## src/rtl/cbts_pkg.sv

```systemverilog
// shared types and constants of the can bit timing search
package cbts_pkg;

    localparam int CLK_W  = 27;
    localparam int RATE_W = 20;
    localparam int TQ_W   = 6;
    localparam int DIV_W  = 26;
    localparam int SEG_W  = 5;
    localparam int IDX_W  = 3;
    localparam int CNT_W  = 5;

    // one quotient bit per step
    localparam logic [CNT_W-1:0] DIV_LAST = CNT_W'(CLK_W - 1);

    localparam logic [IDX_W-1:0] REG_CLOCK_HZ    = 3'd0;
    localparam logic [IDX_W-1:0] REG_QUANTA_MIN  = 3'd1;
    localparam logic [IDX_W-1:0] REG_QUANTA_MAX  = 3'd2;
    localparam logic [IDX_W-1:0] REG_SEG_ONE_MIN = 3'd3;
    localparam logic [IDX_W-1:0] REG_SEG_ONE_MAX = 3'd4;
    localparam logic [IDX_W-1:0] REG_SEG_TWO_MIN = 3'd5;
    localparam logic [IDX_W-1:0] REG_SEG_TWO_MAX = 3'd6;

    localparam logic [CLK_W-1:0] RST_CLOCK_HZ    = 27'd24000000;
    localparam logic [TQ_W-1:0]  RST_QUANTA_MIN  = 6'd8;
    localparam logic [TQ_W-1:0]  RST_QUANTA_MAX  = 6'd25;
    localparam logic [TQ_W-1:0]  RST_SEG_ONE_MIN = 6'd4;
    localparam logic [TQ_W-1:0]  RST_SEG_ONE_MAX = 6'd16;
    localparam logic [TQ_W-1:0]  RST_SEG_TWO_MIN = 6'd2;
    localparam logic [TQ_W-1:0]  RST_SEG_TWO_MAX = 6'd8;

    typedef struct packed {
        logic [CLK_W-1:0] clock_hz;
        logic [TQ_W-1:0]  quanta_min;
        logic [TQ_W-1:0]  quanta_max;
        logic [TQ_W-1:0]  seg_one_min;
        logic [TQ_W-1:0]  seg_one_max;
        logic [TQ_W-1:0]  seg_two_min;
        logic [TQ_W-1:0]  seg_two_max;
    } t_cfg;

    typedef struct packed {
        logic start;    // capture bitrate, load largest count, clear result
        logic prod;     // form divisor, load dividend
        logic step;     // one restoring division step
        logic accept;   // latch result of current count
        logic dec;      // next smaller count
    } t_cmd;

    typedef struct packed {
        logic rate_zero;
        logic tq_ok;
        logic hit;
    } t_sts;

endpackage

```

## src/rtl/can_bit_timing_search_unit.sv

```systemverilog
// top level of the can bit timing search: config registers, controller, datapath
//
// usage: write the seven timing registers through the config channel
// (i_cfg_valid/o_cfg_ready, index 0..6, data in i_cfg_data; ready is always
// high, index 7 is ignored). for registers to take effect for the next search
// only, the user must not write them while o_busy is high; the block does not
// enforce this. start a search by raising i_start with the bitrate word on
// i_bitrate; the word is taken at a clock edge where i_start is high and
// o_busy is low. the block then tries quanta counts from quanta_max down to
// quanta_min; for each count it forms count*bitrate, runs the one-bit-per-step
// restoring divider, then does the remainder and segment checks. o_done
// pulses for one cycle when a count hits, when none of the tried counts fits,
// or for a zero bitrate. with reset limits at most 18 counts are tried.
// the result ports hold their value until the next start. o_done cannot be
// held off by the receiver; the result must be taken in its strobe cycle.
// one search runs at a time. synchronous active-low reset returns the
// registers to their reset values and the controller to idle.
module can_bit_timing_search_unit (
    input  logic                        i_clk,
    input  logic                        i_rst_n,
    input  logic                        i_cfg_valid,
    output logic                        o_cfg_ready,
    input  logic [cbts_pkg::IDX_W-1:0]  i_cfg_index,
    input  logic [cbts_pkg::CLK_W-1:0]  i_cfg_data,
    input  logic                        i_start,
    output logic                        o_busy,
    input  logic [cbts_pkg::RATE_W-1:0] i_bitrate,
    output logic                        o_done,
    output logic                        o_timing_valid,
    output logic [cbts_pkg::CLK_W-1:0]  o_prescaler,
    output logic [cbts_pkg::SEG_W-1:0]  o_seg_one,
    output logic [cbts_pkg::SEG_W-1:0]  o_seg_two
);

    cbts_pkg::t_cfg w_cfg;
    cbts_pkg::t_cmd w_cmd;
    cbts_pkg::t_sts w_sts;

    assign o_cfg_ready = 1'b1;

    cbts_cfg u_cfg (
        .i_clk   (i_clk),
        .i_rst_n (i_rst_n),
        .i_we    (i_cfg_valid & o_cfg_ready),
        .i_index (i_cfg_index),
        .i_data  (i_cfg_data),
        .o_cfg   (w_cfg)
    );

    cbts_ctrl u_ctrl (
        .i_clk   (i_clk),
        .i_rst_n (i_rst_n),
        .i_start (i_start),
        .i_sts   (w_sts),
        .o_cmd   (w_cmd),
        .o_busy  (o_busy),
        .o_done  (o_done)
    );

    cbts_dp u_dp (
        .i_clk          (i_clk),
        .i_cfg          (w_cfg),
        .i_cmd          (w_cmd),
        .i_bitrate      (i_bitrate),
        .o_sts          (w_sts),
        .o_timing_valid (o_timing_valid),
        .o_prescaler    (o_prescaler),
        .o_seg_one      (o_seg_one),
        .o_seg_two      (o_seg_two)
    );

endmodule

```

## src/rtl/cbts_cfg.sv

```systemverilog
// configuration register file of the can bit timing search
module cbts_cfg (
    input  logic                        i_clk,
    input  logic                        i_rst_n,
    input  logic                        i_we,
    input  logic [cbts_pkg::IDX_W-1:0]  i_index,
    input  logic [cbts_pkg::CLK_W-1:0]  i_data,
    output cbts_pkg::t_cfg              o_cfg
);

    cbts_pkg::t_cfg r_cfg;
    cbts_pkg::t_cfg n_cfg;
    logic [cbts_pkg::TQ_W-1:0] w_v6;

    assign w_v6 = i_data[cbts_pkg::TQ_W-1:0];

    always_comb begin
        n_cfg = r_cfg;
        if (i_we) begin
            unique case (i_index)
                cbts_pkg::REG_CLOCK_HZ:    n_cfg.clock_hz    = i_data;
                cbts_pkg::REG_QUANTA_MIN:  n_cfg.quanta_min  = w_v6;
                cbts_pkg::REG_QUANTA_MAX:  n_cfg.quanta_max  = w_v6;
                cbts_pkg::REG_SEG_ONE_MIN: n_cfg.seg_one_min = w_v6;
                cbts_pkg::REG_SEG_ONE_MAX: n_cfg.seg_one_max = w_v6;
                cbts_pkg::REG_SEG_TWO_MIN: n_cfg.seg_two_min = w_v6;
                cbts_pkg::REG_SEG_TWO_MAX: n_cfg.seg_two_max = w_v6;
                default: ;
            endcase
        end
    end

    always_ff @(posedge i_clk) begin
        if (!i_rst_n) begin
            r_cfg.clock_hz    <= cbts_pkg::RST_CLOCK_HZ;
            r_cfg.quanta_min  <= cbts_pkg::RST_QUANTA_MIN;
            r_cfg.quanta_max  <= cbts_pkg::RST_QUANTA_MAX;
            r_cfg.seg_one_min <= cbts_pkg::RST_SEG_ONE_MIN;
            r_cfg.seg_one_max <= cbts_pkg::RST_SEG_ONE_MAX;
            r_cfg.seg_two_min <= cbts_pkg::RST_SEG_TWO_MIN;
            r_cfg.seg_two_max <= cbts_pkg::RST_SEG_TWO_MAX;
        end else begin
            r_cfg <= n_cfg;
        end
    end

    assign o_cfg = r_cfg;

endmodule

```

## src/rtl/cbts_dp.sv

```systemverilog
// datapath: divisor product, restoring divider, segment split and limit checks
module cbts_dp (
    input  logic                        i_clk,
    input  cbts_pkg::t_cfg              i_cfg,
    input  cbts_pkg::t_cmd              i_cmd,
    input  logic [cbts_pkg::RATE_W-1:0] i_bitrate,
    output cbts_pkg::t_sts              o_sts,
    output logic                        o_timing_valid,
    output logic [cbts_pkg::CLK_W-1:0]  o_prescaler,
    output logic [cbts_pkg::SEG_W-1:0]  o_seg_one,
    output logic [cbts_pkg::SEG_W-1:0]  o_seg_two
);

    logic [cbts_pkg::RATE_W-1:0] r_rate;
    logic [cbts_pkg::TQ_W-1:0]   r_tq;
    logic [cbts_pkg::DIV_W-1:0]  r_div;
    logic [cbts_pkg::DIV_W-1:0]  r_rem;
    logic [cbts_pkg::CLK_W-1:0]  r_quo;
    logic                        r_valid;
    logic [cbts_pkg::CLK_W-1:0]  r_presc;
    logic [cbts_pkg::SEG_W-1:0]  r_seg1;
    logic [cbts_pkg::SEG_W-1:0]  r_seg2;

    logic [cbts_pkg::DIV_W-1:0]  w_prod;
    logic [cbts_pkg::CLK_W-1:0]  w_trial;
    logic [cbts_pkg::CLK_W-1:0]  w_diff;
    logic                        w_ge;
    logic [32:0]                 w_r100;
    logic [7:0]                  w_tq3;
    logic [cbts_pkg::TQ_W-1:0]   w_three;
    logic [cbts_pkg::TQ_W-1:0]   w_s1;
    logic [cbts_pkg::TQ_W-1:0]   w_s2;
    logic                        w_seg_ok;

    assign w_prod = {20'd0, r_tq} * {6'd0, r_rate};

    // remainder stays below the divisor, so the shifted trial fits
    assign w_trial = {r_rem, r_quo[cbts_pkg::CLK_W-1]};
    assign w_ge    = w_trial >= {1'b0, r_div};
    assign w_diff  = w_trial - {1'b0, r_div};

    // 100 * r as 64r + 32r + 4r
    assign w_r100 = {1'b0, r_rem, 6'd0} + {2'd0, r_rem, 5'd0} + {5'd0, r_rem, 2'd0};

    assign w_tq3   = {2'd0, r_tq} + {1'b0, r_tq, 1'b0};
    assign w_three = w_tq3[7:2];
    assign w_s1    = w_three - 6'd1;
    assign w_s2    = r_tq - w_three;

    assign w_seg_ok = (w_three != 6'd0) && !w_s1[5] && !w_s2[5]
                   && (w_s1 >= i_cfg.seg_one_min) && (w_s1 <= i_cfg.seg_one_max)
                   && (w_s2 >= i_cfg.seg_two_min) && (w_s2 <= i_cfg.seg_two_max);

    assign o_sts.rate_zero = (r_rate == '0);
    assign o_sts.tq_ok     = (r_tq != '0) && (r_tq >= i_cfg.quanta_min);
    assign o_sts.hit       = (r_quo != '0) && (w_r100 < {7'd0, r_div}) && w_seg_ok;

    always_ff @(posedge i_clk) begin
        if (i_cmd.start) begin
            r_rate  <= i_bitrate;
            r_tq    <= i_cfg.quanta_max;
            r_valid <= 1'b0;
            r_presc <= '0;
            r_seg1  <= '0;
            r_seg2  <= '0;
        end
        if (i_cmd.prod) begin
            r_div <= w_prod;
            r_rem <= '0;
            r_quo <= i_cfg.clock_hz;
        end
        if (i_cmd.step) begin
            r_rem <= w_ge ? w_diff[cbts_pkg::DIV_W-1:0] : w_trial[cbts_pkg::DIV_W-1:0];
            r_quo <= {r_quo[cbts_pkg::CLK_W-2:0], w_ge};
        end
        if (i_cmd.accept) begin
            r_valid <= 1'b1;
            r_presc <= r_quo;
            r_seg1  <= w_s1[cbts_pkg::SEG_W-1:0];
            r_seg2  <= w_s2[cbts_pkg::SEG_W-1:0];
        end
        if (i_cmd.dec) begin
            r_tq <= r_tq - 6'd1;
        end
    end

    assign o_timing_valid = r_valid;
    assign o_prescaler    = r_presc;
    assign o_seg_one      = r_seg1;
    assign o_seg_two      = r_seg2;

endmodule

```

## src/rtl/cbts_ctrl.sv

```systemverilog
// controller: sequences the search over quanta counts and the division steps
module cbts_ctrl (
    input  logic            i_clk,
    input  logic            i_rst_n,
    input  logic            i_start,
    input  cbts_pkg::t_sts  i_sts,
    output cbts_pkg::t_cmd  o_cmd,
    output logic            o_busy,
    output logic            o_done
);

    typedef enum logic [4:0] {
        S_IDLE = 5'b00001,
        S_TQ   = 5'b00010,
        S_DIV  = 5'b00100,
        S_TEST = 5'b01000,
        S_DONE = 5'b10000
    } t_state;

    t_state                    r_state;
    t_state                    n_state;
    logic [cbts_pkg::CNT_W-1:0] r_cnt;
    logic [cbts_pkg::CNT_W-1:0] n_cnt;

    always_comb begin
        n_state = r_state;
        n_cnt   = r_cnt;
        o_cmd   = '0;
        unique case (r_state)
            S_IDLE: begin
                if (i_start) begin
                    o_cmd.start = 1'b1;
                    n_state     = S_TQ;
                end
            end
            S_TQ: begin
                if (i_sts.rate_zero || !i_sts.tq_ok) begin
                    n_state = S_DONE;
                end else begin
                    o_cmd.prod = 1'b1;
                    n_cnt      = '0;
                    n_state    = S_DIV;
                end
            end
            S_DIV: begin
                o_cmd.step = 1'b1;
                n_cnt      = r_cnt + 5'd1;
                if (r_cnt == cbts_pkg::DIV_LAST) begin
                    n_state = S_TEST;
                end
            end
            S_TEST: begin
                if (i_sts.hit) begin
                    o_cmd.accept = 1'b1;
                    n_state      = S_DONE;
                end else begin
                    o_cmd.dec = 1'b1;
                    n_state   = S_TQ;
                end
            end
            S_DONE: begin
                n_state = S_IDLE;
            end
            default: begin
                n_state = S_IDLE;
            end
        endcase
    end

    always_ff @(posedge i_clk) begin
        if (!i_rst_n) begin
            r_state <= S_IDLE;
            r_cnt   <= '0;
        end else begin
            r_state <= n_state;
            r_cnt   <= n_cnt;
        end
    end

    assign o_busy = (r_state != S_IDLE);
    assign o_done = (r_state == S_DONE);

    a_done_single: assert property (@(posedge i_clk) disable iff (!i_rst_n)
        o_done |=> !o_done && !o_busy)
        else $error("result strobe longer than one cycle");

    a_start_busy: assert property (@(posedge i_clk) disable iff (!i_rst_n)
        (i_start && !o_busy) |=> (r_state == S_TQ))
        else $error("accepted word did not start a search");

    a_div_count: assert property (@(posedge i_clk) disable iff (!i_rst_n)
        (r_state == S_TQ && n_state == S_DIV) |=> (r_cnt == '0))
        else $error("division step counter not cleared");

    a_test_after_div: assert property (@(posedge i_clk) disable iff (!i_rst_n)
        (r_state == S_TEST) |-> $past(r_state == S_DIV && r_cnt == cbts_pkg::DIV_LAST))
        else $error("candidate tested before division finished");

endmodule
```

## config.mk

```make
export PLATFORM = sky130hd
export DESIGN_NAME = can_bit_timing_search_unit
export DESIGN_NICKNAME = d
export VERILOG_FILES = /design/src/rtl/cbts_pkg.sv /design/src/rtl/can_bit_timing_search_unit.sv /design/src/rtl/cbts_cfg.sv /design/src/rtl/cbts_dp.sv /design/src/rtl/cbts_ctrl.sv
export SDC_FILE = /design/constraint.sdc
export NUM_CORES = 1
export LEC_CHECK = 0
export BUFFER_PORTS_ARGS = -buffer_cell sky130_fd_sc_hd__buf_2
export CAP_MARGIN = 25
export CORE_ASPECT_RATIO = 0.9
export CORE_MARGIN = 4
export CORE_UTILIZATION = 45
export CTS_BUF_LIST = sky130_fd_sc_hd__clkbuf_8
export CTS_CLUSTER_DIAMETER = 120
export DETAILED_ROUTE_END_ITERATION = 16
export SETUP_SLACK_MARGIN = 0.05
export SYNTH_ARGS = -nofsm -noshare
export SYNTH_HDL_FRONTEND = slang
export SYNTH_HIERARCHICAL = 1
export SYNTH_SLANG_ARGS = --single-unit
```

## constraint.sdc

```tcl
create_clock -name i_clk -period 12.1 [get_ports i_clk]
set_input_delay 0.605 -clock i_clk [delete_from_list [all_inputs] [get_ports i_clk]]
set_output_delay 0.605 -clock i_clk [all_outputs]
set_load 0.01 [all_outputs]
```

# Word-level counts from Yosys, hierarchy flattened
# Index checks and enable logic that the tools add are counted.
[word_totals] ff_bits=216 input_bits=54 output_inout_bits=41 wordCells=108
[op_classes] addsub=8 multipliers=1 n_lt_le_gt_ge=7 n_eq_ne=16 muxes=27 n_reduce_logical=31
[ops] operator="$mux 27" n=4
[ops] operator="$mux 26" n=3
[ops] operator="$mux 5" n=8
[ops] operator="$add 32x31->33" n=1
[ops] operator="$add 33x28->33" n=1
[ops] operator="$lt 33x26->1" n=1
[ops] operator="$ge 27x26->1" n=1
[ops] operator="$reduce_bool 27->1" n=1
[ops] operator="$mul 6x20->26" n=1
[ops] operator="$sub 26x26->26" n=1
[ops] operator="$logic_not 20->1" n=1
[ops] operator="$pmux 5 s4" n=1
[ops] operator="$ge 6x6->1" n=3
[ops] operator="$reduce_and 2->1" n=9
[ops] operator="$le 6x6->1" n=2
[ops] operator="$mux 6" n=2
[ops] operator="$reduce_bool 6->1" n=2
[ops] operator="$sub 6x1->6 const B" n=2
[ops] operator="$eq 5x5->1 const B" n=2
[ops] operator="$pmux 5 s2" n=1
[ops] operator="$eq 3x3->1 const B" n=3
[ops] operator="$logic_and 1x1->1" n=9
[ops] operator="$add 6x7->8" n=1
[ops] operator="$reduce_bool 2->1" n=4
[ops] operator="other kinds (16)" n=26

# Longest topological paths before layout
# Gate-level depths: netlist of the first run.
[logic_depth] word_depth=13 depth_mapped=25 ltp_nobuf=23

# By module
# The synthesis of the first run kept the hierarchy.
[modules_own_cells] mod="cbts_dp" n_inst=1 cells_per_inst=1412 area_each_um2=14042.2
[modules_own_cells] mod="cbts_cfg" n_inst=1 cells_per_inst=245 area_each_um2=2513.7
[modules_own_cells] mod="cbts_ctrl" n_inst=1 cells_per_inst=76 area_each_um2=616.8
[modules_own_cells] mod="can_bit_timing_search_unit" n_inst=1 cells_per_inst=2 area_each_um2=11.3

# Worst setup path before layout of the first run
# No wires, ideal clock.
[synth_timing] path_kind="reg2reg" from="reg u_dp/r_rem[0] (netlist name)" to="reg u_dp.r_presc (netlist bit u_dp/o_prescaler[0]), enable pin" setup_time_ns=0.378 arrival_ns=5.637 slack_ns=6.085 stages_incl_launch_ff=24 path_buffers=1 synth_period_minus_slack_ns=6.015 cell_sequence="edfxtp_1 fa_1 ha_1 fa_1 a211oi_1 o31a_1 o31ai_2 a21oi_1 o21a_1 o21ai_0 xor2_1 ha_1 a21o_1 a21oi_1 nor2b_1 o21ai_0 o211ai_1 nor4_1 o311ai_0 or4b_1 nor4_2 and2_2 clkbuf_1 or2_2"
[synth_lines] element="start: declaration" line="cbts_dp.sv:17" source="logic [cbts_pkg::DIV_W-1:0] r_rem;"
[synth_lines] element="start signal: assignment" line="cbts_dp.sv:73" source="r_rem <= w_ge ? w_diff[cbts_pkg::DIV_W-1:0] : w_trial[cbts_pkg::DIV_W-1:0];"
[synth_lines] element="end signal: assignment" line="cbts_dp.sv:78" source="r_presc <= r_quo;"
[synth_lines] element="end: declaration" line="cbts_dp.sv:20" source="logic [cbts_pkg::CLK_W-1:0] r_presc;"

==> metrics, run 1 <==
status=finished, final reports clean; Max Cap Violations=0; startpoint types=flop; worst endpoint required time=12.30 ns; # clock sinks=216; vias=12600; Critical Path Fanout Max=40; chip width=214 microns; aggregate global-route resource usage=0.193; Main synth FF type=edfxtp_1; Net Sw Frac=0.365; Final Worst Setup Slack=4.63 ns; Clock Power Share=0.246; post_cts resized=0; Worst-Skew Late Latency=0.59 ns; crit path DAT=7.67 ns; post-layout min period=7.47 ns; yosys warns=6; Post-Syn Area=0.0172 sq mm; CP Capture Type=flop; Post-synth EDFFs=142; Cell Chain, Critical Path=inv_1 > ha_1 > a21o_1 > a21oi_1 > xnor2_1 > inv_1 > ha_1 > o21ai_0 > o21bai_1 > a21oi_1 > xnor2_1 > ha_1 > nand4_1 > nor2_1 > o32ai_1 > nand2_1 > nor4_1 > o311ai_0 > or4b_1 > nor4_2 > and2_2 > or2_2; post-route ant nets=0; Rows=67; fin area=0.0188 sq mm; antenna cells=0; Pre-antenna DRT Iters=5; Reg clk slew, reported paths=0.06 ns; H-tree levels=2; Inserted Clock Buffers=40; Max Buffers Root-to-Sink=3; layout cells sized above 1=0.115; antenna violations before repair=0; dpl ws=4.73 ns; synthesized area per cell=9.90 sq um; die height=193 microns; Util after Layout=0.502; Yosys reg bits=216; sequential cell area=0.00575 sq mm; PortBufs=93; clk root buf=clkbuf_8; Slowest Stage Delay on Critical Path=0.98 ns; unrepaired setup endpoints after global routing=false; max frequency=134 MHz; post-route clock period utilization=0.617; final setup TNS=0 ns; global placement routability congestion=0.908; sw power=0.00103 W; initial core utilization=0.459; final max-slew violation count=0; DR DRC count=0; worst path bufs/invs=2; Worst Tran Pin Value=1.01 ns; family with the most delay on the worst path=simple AND/OR/NAND/NOR gates; fill count=3460; setup bufs post-CTS=0; pwr dens=150 mW/mm^2; Die Footprint=0.0414 sq mm; slew margin rel.=0.328; Multi-input gate area=0.0105 sq mm; post-cts hold buffer count=0; CP Class=flop to flop; Slowest cell on crit path=edfxtp_1; Core Area=0.0375 sq mm; Synth area leader=edfxtp_1; commonest non-fill, non-tap cell in the layout=nand2_1; Seq/Total Area, Yosys=0.334; Ports=95; drt wl/cell=17.1 microns; Final HPWL DP=30400 microns; Yosys cell types=79; Clock Skew=0.0272 ns; cell count after synthesis=1735; largest net degree at the start of global routing=87; Initial DRC Count=736; final WL=39900 microns; Syn-to-layout area delta=9.44%; ys async rst share=0; Synthesized Nets=2055; P_leak=8.31 nW; Final Hold Fails=0; CP most frequent cell=ha_1; endpoints failing setup=0; Hold Path Class=input pin to flop; Synth top area share=0.248; most frequent cells in the layout=219 x nand2_1, 185 x inv_1, 167 x ha_1, 142 x edfxtp_1, 99 x fa_1; Sequential Power Share=0.323; placed inst area=0.0180 sq mm; Tot Pwr=0.00283 W; final net count=2140; total global routing overflow=0; top cells by area, synth=edfxtp_1 25%, ha_1 12%, fa_1 12%, dfxtp_1 8.6%, nand2_1 4.8%; first-pass GRT wire length=66200 microns; internal power=0.00180 W; Max VDD drop=0.0000740 V; Avg Vias per Cell=5.39; vias in the first global route=12500; CTS tree=yes; Comb power frac=0.431
==> cell usage after synthesis (11+ instances only) <==
library cell,count
nor3b_1,12
and2_1,49
nand2b_1,11
nor3_1,22
nor2_1,77
clkbuf_1,39
nor2b_1,59
mux2_2,29
o21ai_0,53
nor4_1,15
nand3_1,31
edfxtp_1,142
inv_1,171
nand4_1,18
xor2_1,20
xnor2_1,55
a21o_1,43
nand2_1,219
fa_1,99
mux2i_1,80
a21oi_1,90
a211oi_1,12
ha_1,167
dfxtp_1,74
==> worst register-to-register path, stage by stage, from the launching register on <==
cell      delay (ns)
edfxtp_1        0.98
inv_1           0.25
ha_1            0.42
a21o_1          0.23
a21oi_1         0.34
xnor2_1         0.19
inv_1           0.10
ha_1            0.32
o21ai_0         0.12
o21bai_1        0.15
a21oi_1         0.09
xnor2_1         0.31
ha_1            0.31
nand4_1         0.12
nor2_1          0.07
o32ai_1         0.25
nand2_1         0.09
nor4_1          0.25
o311ai_0        0.19
or4b_1          0.57
nor4_2          0.25
and2_2          0.63
or2_2           0.83
==> per-layer routing <==
layer,GRT usage,part of all wire,routed length [microns]
met1,0.291,0.50,20000
met2,0.290,0.43,17400
met3,0.0285,0.044,1760
met4,0.0502,0.019,770
met5,0,0,0
==> power groups by stage <==
| stage | clock [W] | combinational (W) | sequential, W |
|---|---|---|---|
| 2_1_floorplan | 0 | 0.000958 | 0.000919 |
| 3_3_place_gp | 0 | 0.00120 | 0.000928 |
| 3_5_place_dp | 0 | 0.00122 | 0.000929 |
| 4_1_cts | 0.000726 | 0.00123 | 0.000914 |
| 5_1_grt | 0.000760 | 0.00140 | 0.000918 |
| 6_report | 0.000697 | 0.00122 | 0.000914 |
==> cells by family after synthesis <==
group / Yosys count / share of synthesized area
simple gates: 563 / 0.165
compound gates: 275 / 0.103
fa+ha+maj: 266 / 0.237
buf+inv: 230 / 0.0562
flops: 216 / 0.334
mux: 109 / 0.0656
xor+xnor: 75 / 0.0382
other cells: 1 / 0.000218
==> flip-flops by register name, summed over array words and instances, names as in the netlist <==
signal / flops
u_cfg/o_cfg: 63
u_ctrl/r_cnt: 5
u_ctrl/r_state: 5
u_dp/o_prescaler: 27
u_dp/o_seg_one: 5
u_dp/o_seg_two: 5
u_dp/o_timing_valid: 1
u_dp/r_div: 26
u_dp/r_quo: 27
u_dp/r_rate: 20
u_dp/r_rem: 26
u_dp/r_tq: 6
==> final cells by class <==
type | instances | share of cell area
Multi-Input combinational cell | 1289 | 0.557
Clock buffer | 47 | 0.0344
Tap cell | 483 | 0.0321
Inverter | 172 | 0.0344
Sequential cell | 216 | 0.306
Clock inverter | 23 | 0.00805
Timing Repair Buffer | 101 | 0.0281
==> worst paths after layout <==
path	from	to	slack, ns	cells after the start
hold / removal	i_bitrate[19]	u_dp/r_rate[19]$_DFFE_PP_	0.20	1
setup reg to reg	u_dp/r_tq[3]$_DFFE_PP_	u_dp/o_prescaler[2]$_SDFFCE_PN0P_	4.63	22
hold reg to reg	u_cfg/o_cfg[41]$_SDFFE_PN0P_	u_cfg/o_cfg[41]$_SDFFE_PN0P_	0.46	2
setup / recovery	u_dp/r_tq[3]$_DFFE_PP_	u_dp/o_prescaler[2]$_SDFFCE_PN0P_	4.63	22
==> through the flow <==
stage | instances | hold WS (ns)
after floorplan | 1735 | 0.432
after CTS | 2331 | 0.136
final | 2331 | 0.198
after global routing | 2331 | 0.153
after global placement | 2261 | 0.442
after detailed placement | 2261 | 0.445
(Power assumes the default switching activity.)
==> run 2, diff against run 1 <==
- clock period: 12.1 -> 7.1 ns (I/O delays scaled with it)
==> metrics, run 2 (synthesis results as in run 1) <==
post-cts hold buffer count=41 (was 0); Final HPWL DP=29900 microns (was 30400 microns); Worst R2R Path Depth=23 (was 22); pwr dens=254 mW/mm^2 (was 150 mW/mm^2); largest net degree at the start of global routing=87 (unchanged); Avg Vias per Cell=5.31 (was 5.39); initial core utilization=0.459 (unchanged); CTS tree=yes (unchanged); antenna violations before repair=0 (unchanged); commonest non-fill, non-tap cell in the layout=nand2_1 (unchanged); Initial DRC Count=680 (was 736); global placement routability congestion=0.923 (was 0.908); CP Class=flop to flop (unchanged); Max Buffers Root-to-Sink=3 (unchanged); Cell Chain, Critical Path=fa_1 > ha_1 > fa_1 > a211oi_1 > o31a_1 > o31ai_2 > a21oi_1 > o21a_1 > o21ai_0 > xor2_1 > ha_1 > a21o_1 > a21oi_1 > nor2b_1 > o21ai_0 > o211ai_1 > nor4_1 > o311ai_0 > or4b_1 > nor4_2 > and2_2 > or2_2 > buf_4 (was inv_1 > ha_1 > a21o_1 > a21oi_1 > xnor2_1 > inv_1 > ha_1 > o21ai_0 > o21bai_1 > a21oi_1 > xnor2_1 > ha_1 > nand4_1 > nor2_1 > o32ai_1 > nand2_1 > nor4_1 > o311ai_0 > or4b_1 > nor4_2 > and2_2 > or2_2); Inserted Clock Buffers=41 (was 40); layout cells sized above 1=0.118 (was 0.115); Hold Startpoint=i_start (was i_bitrate[19]); Syn-to-layout area delta=12.8% (was 9.44%); startpoint types=flop (unchanged); most frequent cells in the layout=219 x nand2_1, 183 x inv_1, 167 x ha_1, 142 x edfxtp_1, 99 x fa_1 (was 219 x nand2_1, 185 x inv_1, 167 x ha_1, 142 x edfxtp_1, 99 x fa_1); clk root buf=clkbuf_8 (unchanged); crit path DAT=6.66 ns (was 7.67 ns); Core Area=0.0375 sq mm (unchanged); post_cts resized=0 (unchanged); CP Capture Type=flop (unchanged); endpoints failing setup=0 (unchanged); Max Cap Violations=0 (unchanged); Largest register FFs=63 (unchanged); setup bufs post-CTS=0 (unchanged); chip width=214 microns (unchanged); CP startpoint=u_dp/r_rem[0]$_SDFFCE_PN0P_ (was u_dp/r_tq[3]$_DFFE_PP_); fill count=3454 (was 3460); Reg clk slew, reported paths=0.06 ns (about the same); final net count=2188 (was 2140); Ports=95 (unchanged); Reg2Reg Setup Slack=0.68 ns (was 4.63 ns); # clock sinks=216 (unchanged); slew margin rel.=0.438 (was 0.328); Worst R2R Start=u_dp/r_rem[0]$_SDFFCE_PN0P_ (was u_dp/r_tq[3]$_DFFE_PP_); Clock Skew=0.0321 ns (was 0.0272 ns); placed inst area=0.0180 sq mm (about the same); Worst-Skew Late Latency=0.61 ns (was 0.59 ns); DR DRC count=0 (unchanged); final setup TNS=0 ns (unchanged); family with the most delay on the worst path=compound AO/OA/AOI/OAI gates (was simple AND/OR/NAND/NOR gates); worst path bufs/invs=1 (was 2); final max-slew violation count=0 (unchanged); Final Hold Fails=0 (unchanged); Die Footprint=0.0414 sq mm (unchanged); drt wl/cell=16.5 microns (was 17.1 microns); vias in the first global route=12600 (was 12500); PortBufs=93 (unchanged); fin area=0.0194 sq mm (was 0.0188 sq mm); Min-Delay Endpoint=u_ctrl/r_state[0]$_SDFFE_PN1P_ (was u_dp/r_rate[19]$_DFFE_PP_); Slowest cell on crit path=or4b_1 (was edfxtp_1); status=finished, final reports clean (unchanged); max frequency=156 MHz (was 134 MHz); post-route clock period utilization=0.905 (was 0.617); Hold Path Class=input pin to flop (unchanged); vias=12600 (about the same); H-tree levels=2 (unchanged); total global routing overflow=0 (unchanged); antenna cells=0 (unchanged); aggregate global-route resource usage=0.189 (was 0.193); unrepaired setup endpoints after global routing=false (unchanged); P_leak=8.56 nW (was 8.31 nW); Worst Tran Pin Value=0.843 ns (was 1.01 ns); post-layout min period=6.42 ns (was 7.47 ns); Max VDD drop=0.000161 V (was 0.0000740 V); RR Endpoint=u_dp/o_prescaler[24]$_SDFFCE_PN0P_ (was u_dp/o_prescaler[2]$_SDFFCE_PN0P_); first-pass GRT wire length=64800 microns (was 66200 microns); Pre-antenna DRT Iters=5 (unchanged); final WL=39400 microns (was 39900 microns); Rows=67 (unchanged); post-route ant nets=0 (unchanged); worst endpoint required time=7.33 ns (was 12.30 ns); hold path cells=2 (was 1); Slowest Stage Delay on Critical Path=0.56 ns (was 0.98 ns); Critical Path Fanout Max=37 (was 40); die height=193 microns (unchanged)
run 2: changes by cell type in the layout (fill, tap and decap cells not counted), sizes merged:
| cell | before | now |
|---|---|---|
| dlygate4sd3 | 0 | 41 |
| buf | 101 | 107 |
| clkbuf | 47 | 51 |
| clkinv | 7 | 9 |
| inv | 186 | 184 |
| bufinv | 1 | 2 |
run 2: per-stage QoR:
stage | worst slack [ns] | instances | hold slack (ns) | total power, W | util
2_1_floorplan | 1.08 | 1735 | 0.432 | 0.00320 | -
3_3_place_gp | 0.834 | 2266 | 0.437 | 0.00360 | 0.482
3_5_place_dp | 0.717 | 2266 | 0.442 | 0.00363 | 0.482
4_1_cts | 0.705 | 2382 | 0.00455 | 0.00499 | 0.516
5_1_grt | 0.220 | 2383 | 0.0263 | 0.00534 | 0.517
6_report | 0.677 | 2383 | 0.0535 | 0.00492 | 0.517
run 2: cell type report:
| class | count | area (sq um) | area share |
|---|---|---|---|
| Multi-Input combinational cell | 1289 | 10500 | 0.541 |
| Sequential cell | 216 | 5750 | 0.296 |
| Timing Repair Buffer | 148 | 1000 | 0.0518 |
| Clock buffer | 51 | 702 | 0.0362 |
| Inverter | 172 | 647 | 0.0334 |
| Tap cell | 483 | 604 | 0.0312 |
| Clock inverter | 24 | 195 | 0.0101 |
run 2: per-layer routing:
layer	GRT usage	vias up	share of wire
li1	-	6286	-
met5	0	-	0
met4	0.0523	0	0.022
met2	0.295	244	0.44
met1	0.272	6056	0.49
met3	0.0317	62	0.047
run 2: worst max path at each step:
stage / to / cells after the start
2_1_floorplan: u_dp/o_prescaler[0]$_SDFFCE_PN0P_ / 23
3_3_place_gp: u_dp/o_prescaler[3]$_SDFFCE_PN0P_ / 23
3_5_place_dp: u_dp/o_prescaler[3]$_SDFFCE_PN0P_ / 23
4_1_cts: u_dp/o_prescaler[24]$_SDFFCE_PN0P_ / 23
5_1_grt: u_dp/o_prescaler[3]$_SDFFCE_PN0P_ / 23
6_report: u_dp/o_prescaler[24]$_SDFFCE_PN0P_ / 23
run 2: report_power, final:
part           leakage, nW  total (W)  internal [W]  switching, W
Sequential            1.92    0.00155       0.00150     0.0000524
Clock                0.504    0.00130      0.000734      0.000562
Combinational         6.14    0.00208      0.000927       0.00115
==> run 3, diff against run 2 <==
- clock period: 7.1 -> 5.6 ns (I/O delays scaled with it)
==> metrics, run 3 (synthesis results as in run 1) <==
Final HPWL DP=30700 microns (was 29900 microns); Max VDD drop=0.000202 V (was 0.000161 V); clk root buf=clkbuf_8 (unchanged); worst path bufs/invs=4 (was 1); Clock Power Share=0.255 (was 0.263); total global routing overflow=0 (unchanged); # clock sinks=216 (unchanged); Reg2Reg Setup Slack=0.0002 ns (was 0.68 ns); vias=12900 (was 12600); pwr dens=316 mW/mm^2 (was 254 mW/mm^2); worst setup path endpoint=u_dp/o_seg_two[3]$_SDFFCE_PN0P_ (was u_dp/o_prescaler[24]$_SDFFCE_PN0P_); post-route ant nets=0 (unchanged); Max Buffers Root-to-Sink=3 (unchanged); initial core utilization=0.459 (unchanged); Avg Vias per Cell=5.27 (was 5.31); final max-slew violation count=0 (unchanged); final WL=41100 microns (was 39400 microns); Inserted Clock Buffers=40 (was 41); slew margin rel.=0.454 (was 0.438); antenna cells=0 (unchanged); Initial DRC Count=737 (was 680); PortBufs=93 (unchanged); final net count=2260 (was 2188); CP startpoint=u_dp/r_tq[1]$_DFFE_PP_ (was u_dp/r_rem[0]$_SDFFCE_PN0P_); Sequential Power Share=0.307 (was 0.315); DR DRC count=0 (unchanged); Ports=95 (unchanged); sw power=0.00227 W (was 0.00176 W); Critical Path Fanout Max=7 (was 37); Comb power frac=0.438 (was 0.422); post-route clock period utilization=1.00 (was 0.905); hold path cells=3 (was 2); H-tree levels=2 (unchanged); Pre-antenna DRT Iters=7 (was 5); family with the most delay on the worst path=simple AND/OR/NAND/NOR gates (was compound AO/OA/AOI/OAI gates); drt wl/cell=16.7 microns (was 16.5 microns); unrepaired setup endpoints after global routing=true (was false); die height=193 microns (unchanged); Rows=67 (unchanged); Hold Path Class=input pin to flop (unchanged); Core Area=0.0375 sq mm (unchanged); CP Capture Type=flop (unchanged); Clock Skew=0.0400 ns (was 0.0321 ns); Final Hold Fails=0 (unchanged); most frequent cells in the layout=219 x nand2_1, 187 x inv_1, 162 x ha_1, 142 x edfxtp_1, 98 x fa_1 (was 219 x nand2_1, 183 x inv_1, 167 x ha_1, 142 x edfxtp_1, 99 x fa_1); P_leak=8.96 nW (was 8.56 nW); CP Class=flop to flop (unchanged); Slowest cell on crit path=or4b_1 (unchanged); vias in the first global route=12900 (was 12600); Reg clk slew, reported paths=0.06 ns (about the same); antenna violations before repair=0 (unchanged); CP most frequent cell=buf_4; Multi-input gate area=0.0107 sq mm (was 0.0105 sq mm); layout cells sized above 1=0.164 (was 0.118); RR Endpoint=u_dp/o_seg_two[3]$_SDFFCE_PN0P_ (was u_dp/o_prescaler[24]$_SDFFCE_PN0P_); sequential cell area=0.00575 sq mm (unchanged); Die Footprint=0.0414 sq mm (unchanged); startpoint types=flop (unchanged); Worst-Skew Late Latency=0.61 ns (about the same); Worst R2R Path Depth=22 (was 23); critical path depth=22 (was 23); largest net degree at the start of global routing=73 (was 87); worst endpoint required time=5.91 ns (was 7.33 ns); first-pass GRT wire length=66800 microns (was 64800 microns); crit path DAT=5.91 ns (was 6.66 ns); chip width=214 microns (unchanged); status=finished, final reports clean (unchanged); fin area=0.0202 sq mm (was 0.0194 sq mm); CTS tree=yes (unchanged); max frequency=179 MHz (was 156 MHz); Worst Tran Pin Value=0.819 ns (was 0.843 ns); Net Sw Frac=0.356 (was 0.358); Worst R2R Start=u_dp/r_tq[1]$_DFFE_PP_ (was u_dp/r_rem[0]$_SDFFCE_PN0P_); global placement routability congestion=0.903 (was 0.923); aggregate global-route resource usage=0.194 (was 0.189); Cell Chain, Critical Path=ha_1 > fa_1 > buf_4 > xor2_2 > buf_4 > fa_1 > inv_1 > a21o_1 > a21oi_1 > xnor2_1 > ha_1 > nand4_1 > nor2_1 > o32ai_2 > nand2_1 > nor4_2 > o311ai_1 > or4b_1 > nor4_4 > and2_4 > or2_4 > buf_4 (was fa_1 > ha_1 > fa_1 > a211oi_1 > o31a_1 > o31ai_2 > a21oi_1 > o21a_1 > o21ai_0 > xor2_1 > ha_1 > a21o_1 > a21oi_1 > nor2b_1 > o21ai_0 > o211ai_1 > nor4_1 > o311ai_0 > or4b_1 > nor4_2 > and2_2 > or2_2 > buf_4); fill count=3350 (was 3454); placed inst area=0.0185 sq mm (was 0.0180 sq mm); Syn-to-layout area delta=17.6% (was 12.8%); internal power=0.00411 W (was 0.00316 W); Max Cap Violations=0 (unchanged); post-layout min period=5.60 ns (was 6.42 ns); commonest non-fill, non-tap cell in the layout=nand2_1 (unchanged); Slowest Stage Delay on Critical Path=0.53 ns (was 0.56 ns); Largest register FFs=63 (unchanged); Tot Pwr=0.00638 W (was 0.00492 W); WHS=0.283 ns (was 0.0535 ns); endpoints failing setup=0 (unchanged); Util after Layout=0.539 (was 0.517)
[run 3: changes by cell type in the layout (fill, tap and decap cells not counted), sizes merged]
cell,change
dlygate4sd3,+6
inv,+5
clkinv,-1
buf,+64
bufinv,+2
clkbuf,-4
[run 3: stage by stage]
stage / setup TNS (ns) / setup WS [ns] / instances
after floorplan: 0 / 0.0246 / 1735
after global placement: -0.0850 / -0.0123 / 2315
after detailed placement: -18.85 / -0.259 / 2315
after CTS: 0 / 0.0522 / 2439
after global routing: -17.41 / -0.258 / 2455
final: 0 / 0.000196 / 2455
[run 3: layer usage]
layer	global-route usage	wire, microns	vias up
li1	-	-	6439
met1	0.285	20100	6168
met2	0.302	18300	269
met3	0.0290	1870	61
met4	0.0507	842	0
met5	0	0	-
[run 3: what timing repair did]
action	4_1_cts	5_1_grt
gates resized for setup	7	34
hold buffers	47	0
gates cloned	0	4
pin swaps	2	15
endpoints found under the hold margin	47	0
buffers inserted	3	12
endpoints found under the setup margin	88	89
[run 3: final cells by class]
cell class	instances	area share
Multi-Input combinational cell	1289	0.529
Sequential cell	216	0.284
Timing Repair Buffer	221	0.0815
Inverter	172	0.0320
Clock buffer	44	0.0300
Tap cell	483	0.0299
Clock inverter	30	0.0130
[run 3: how the worst min path moves through the flow]
| stage | from | endpoint | slack, ns |
|---|---|---|---|
| 6_report | i_rst_n | u_ctrl/r_cnt[1]$_SDFFE_PN0P_ | 0.28 |
| 5_1_grt | i_rst_n | u_ctrl/r_state[4]$_SDFFE_PN0P_ | 0.29 |
| 4_1_cts | i_rst_n | u_ctrl/r_state[4]$_SDFFE_PN0P_ | 0.22 |
| 3_5_place_dp | u_dp/o_timing_valid$_SDFFE_PP1P_ | u_dp/o_timing_valid$_SDFFE_PP1P_ | 0.44 |
| 3_3_place_gp | u_dp/o_timing_valid$_SDFFE_PP1P_ | u_dp/o_timing_valid$_SDFFE_PP1P_ | 0.44 |
| 2_1_floorplan | i_bitrate[0] | u_dp/r_rate[0]$_DFFE_PP_ | 0.38 |
[run 3: power by group through the flow]
stage,Sequential (W),Combinational (W),Clock (W)
floorplan,0.00199,0.00208,0
global placement,0.00199,0.00266,0
detailed placement,0.00199,0.00271,0
CTS,0.00196,0.00277,0.00168
global route,0.00197,0.00320,0.00176
finish,0.00196,0.00280,0.00163
[run 3: tightest hold or removal path, stage by stage]
cell     delay [ns]
buf_4          0.31
nand2_1        0.14
o21ai_0        0.06
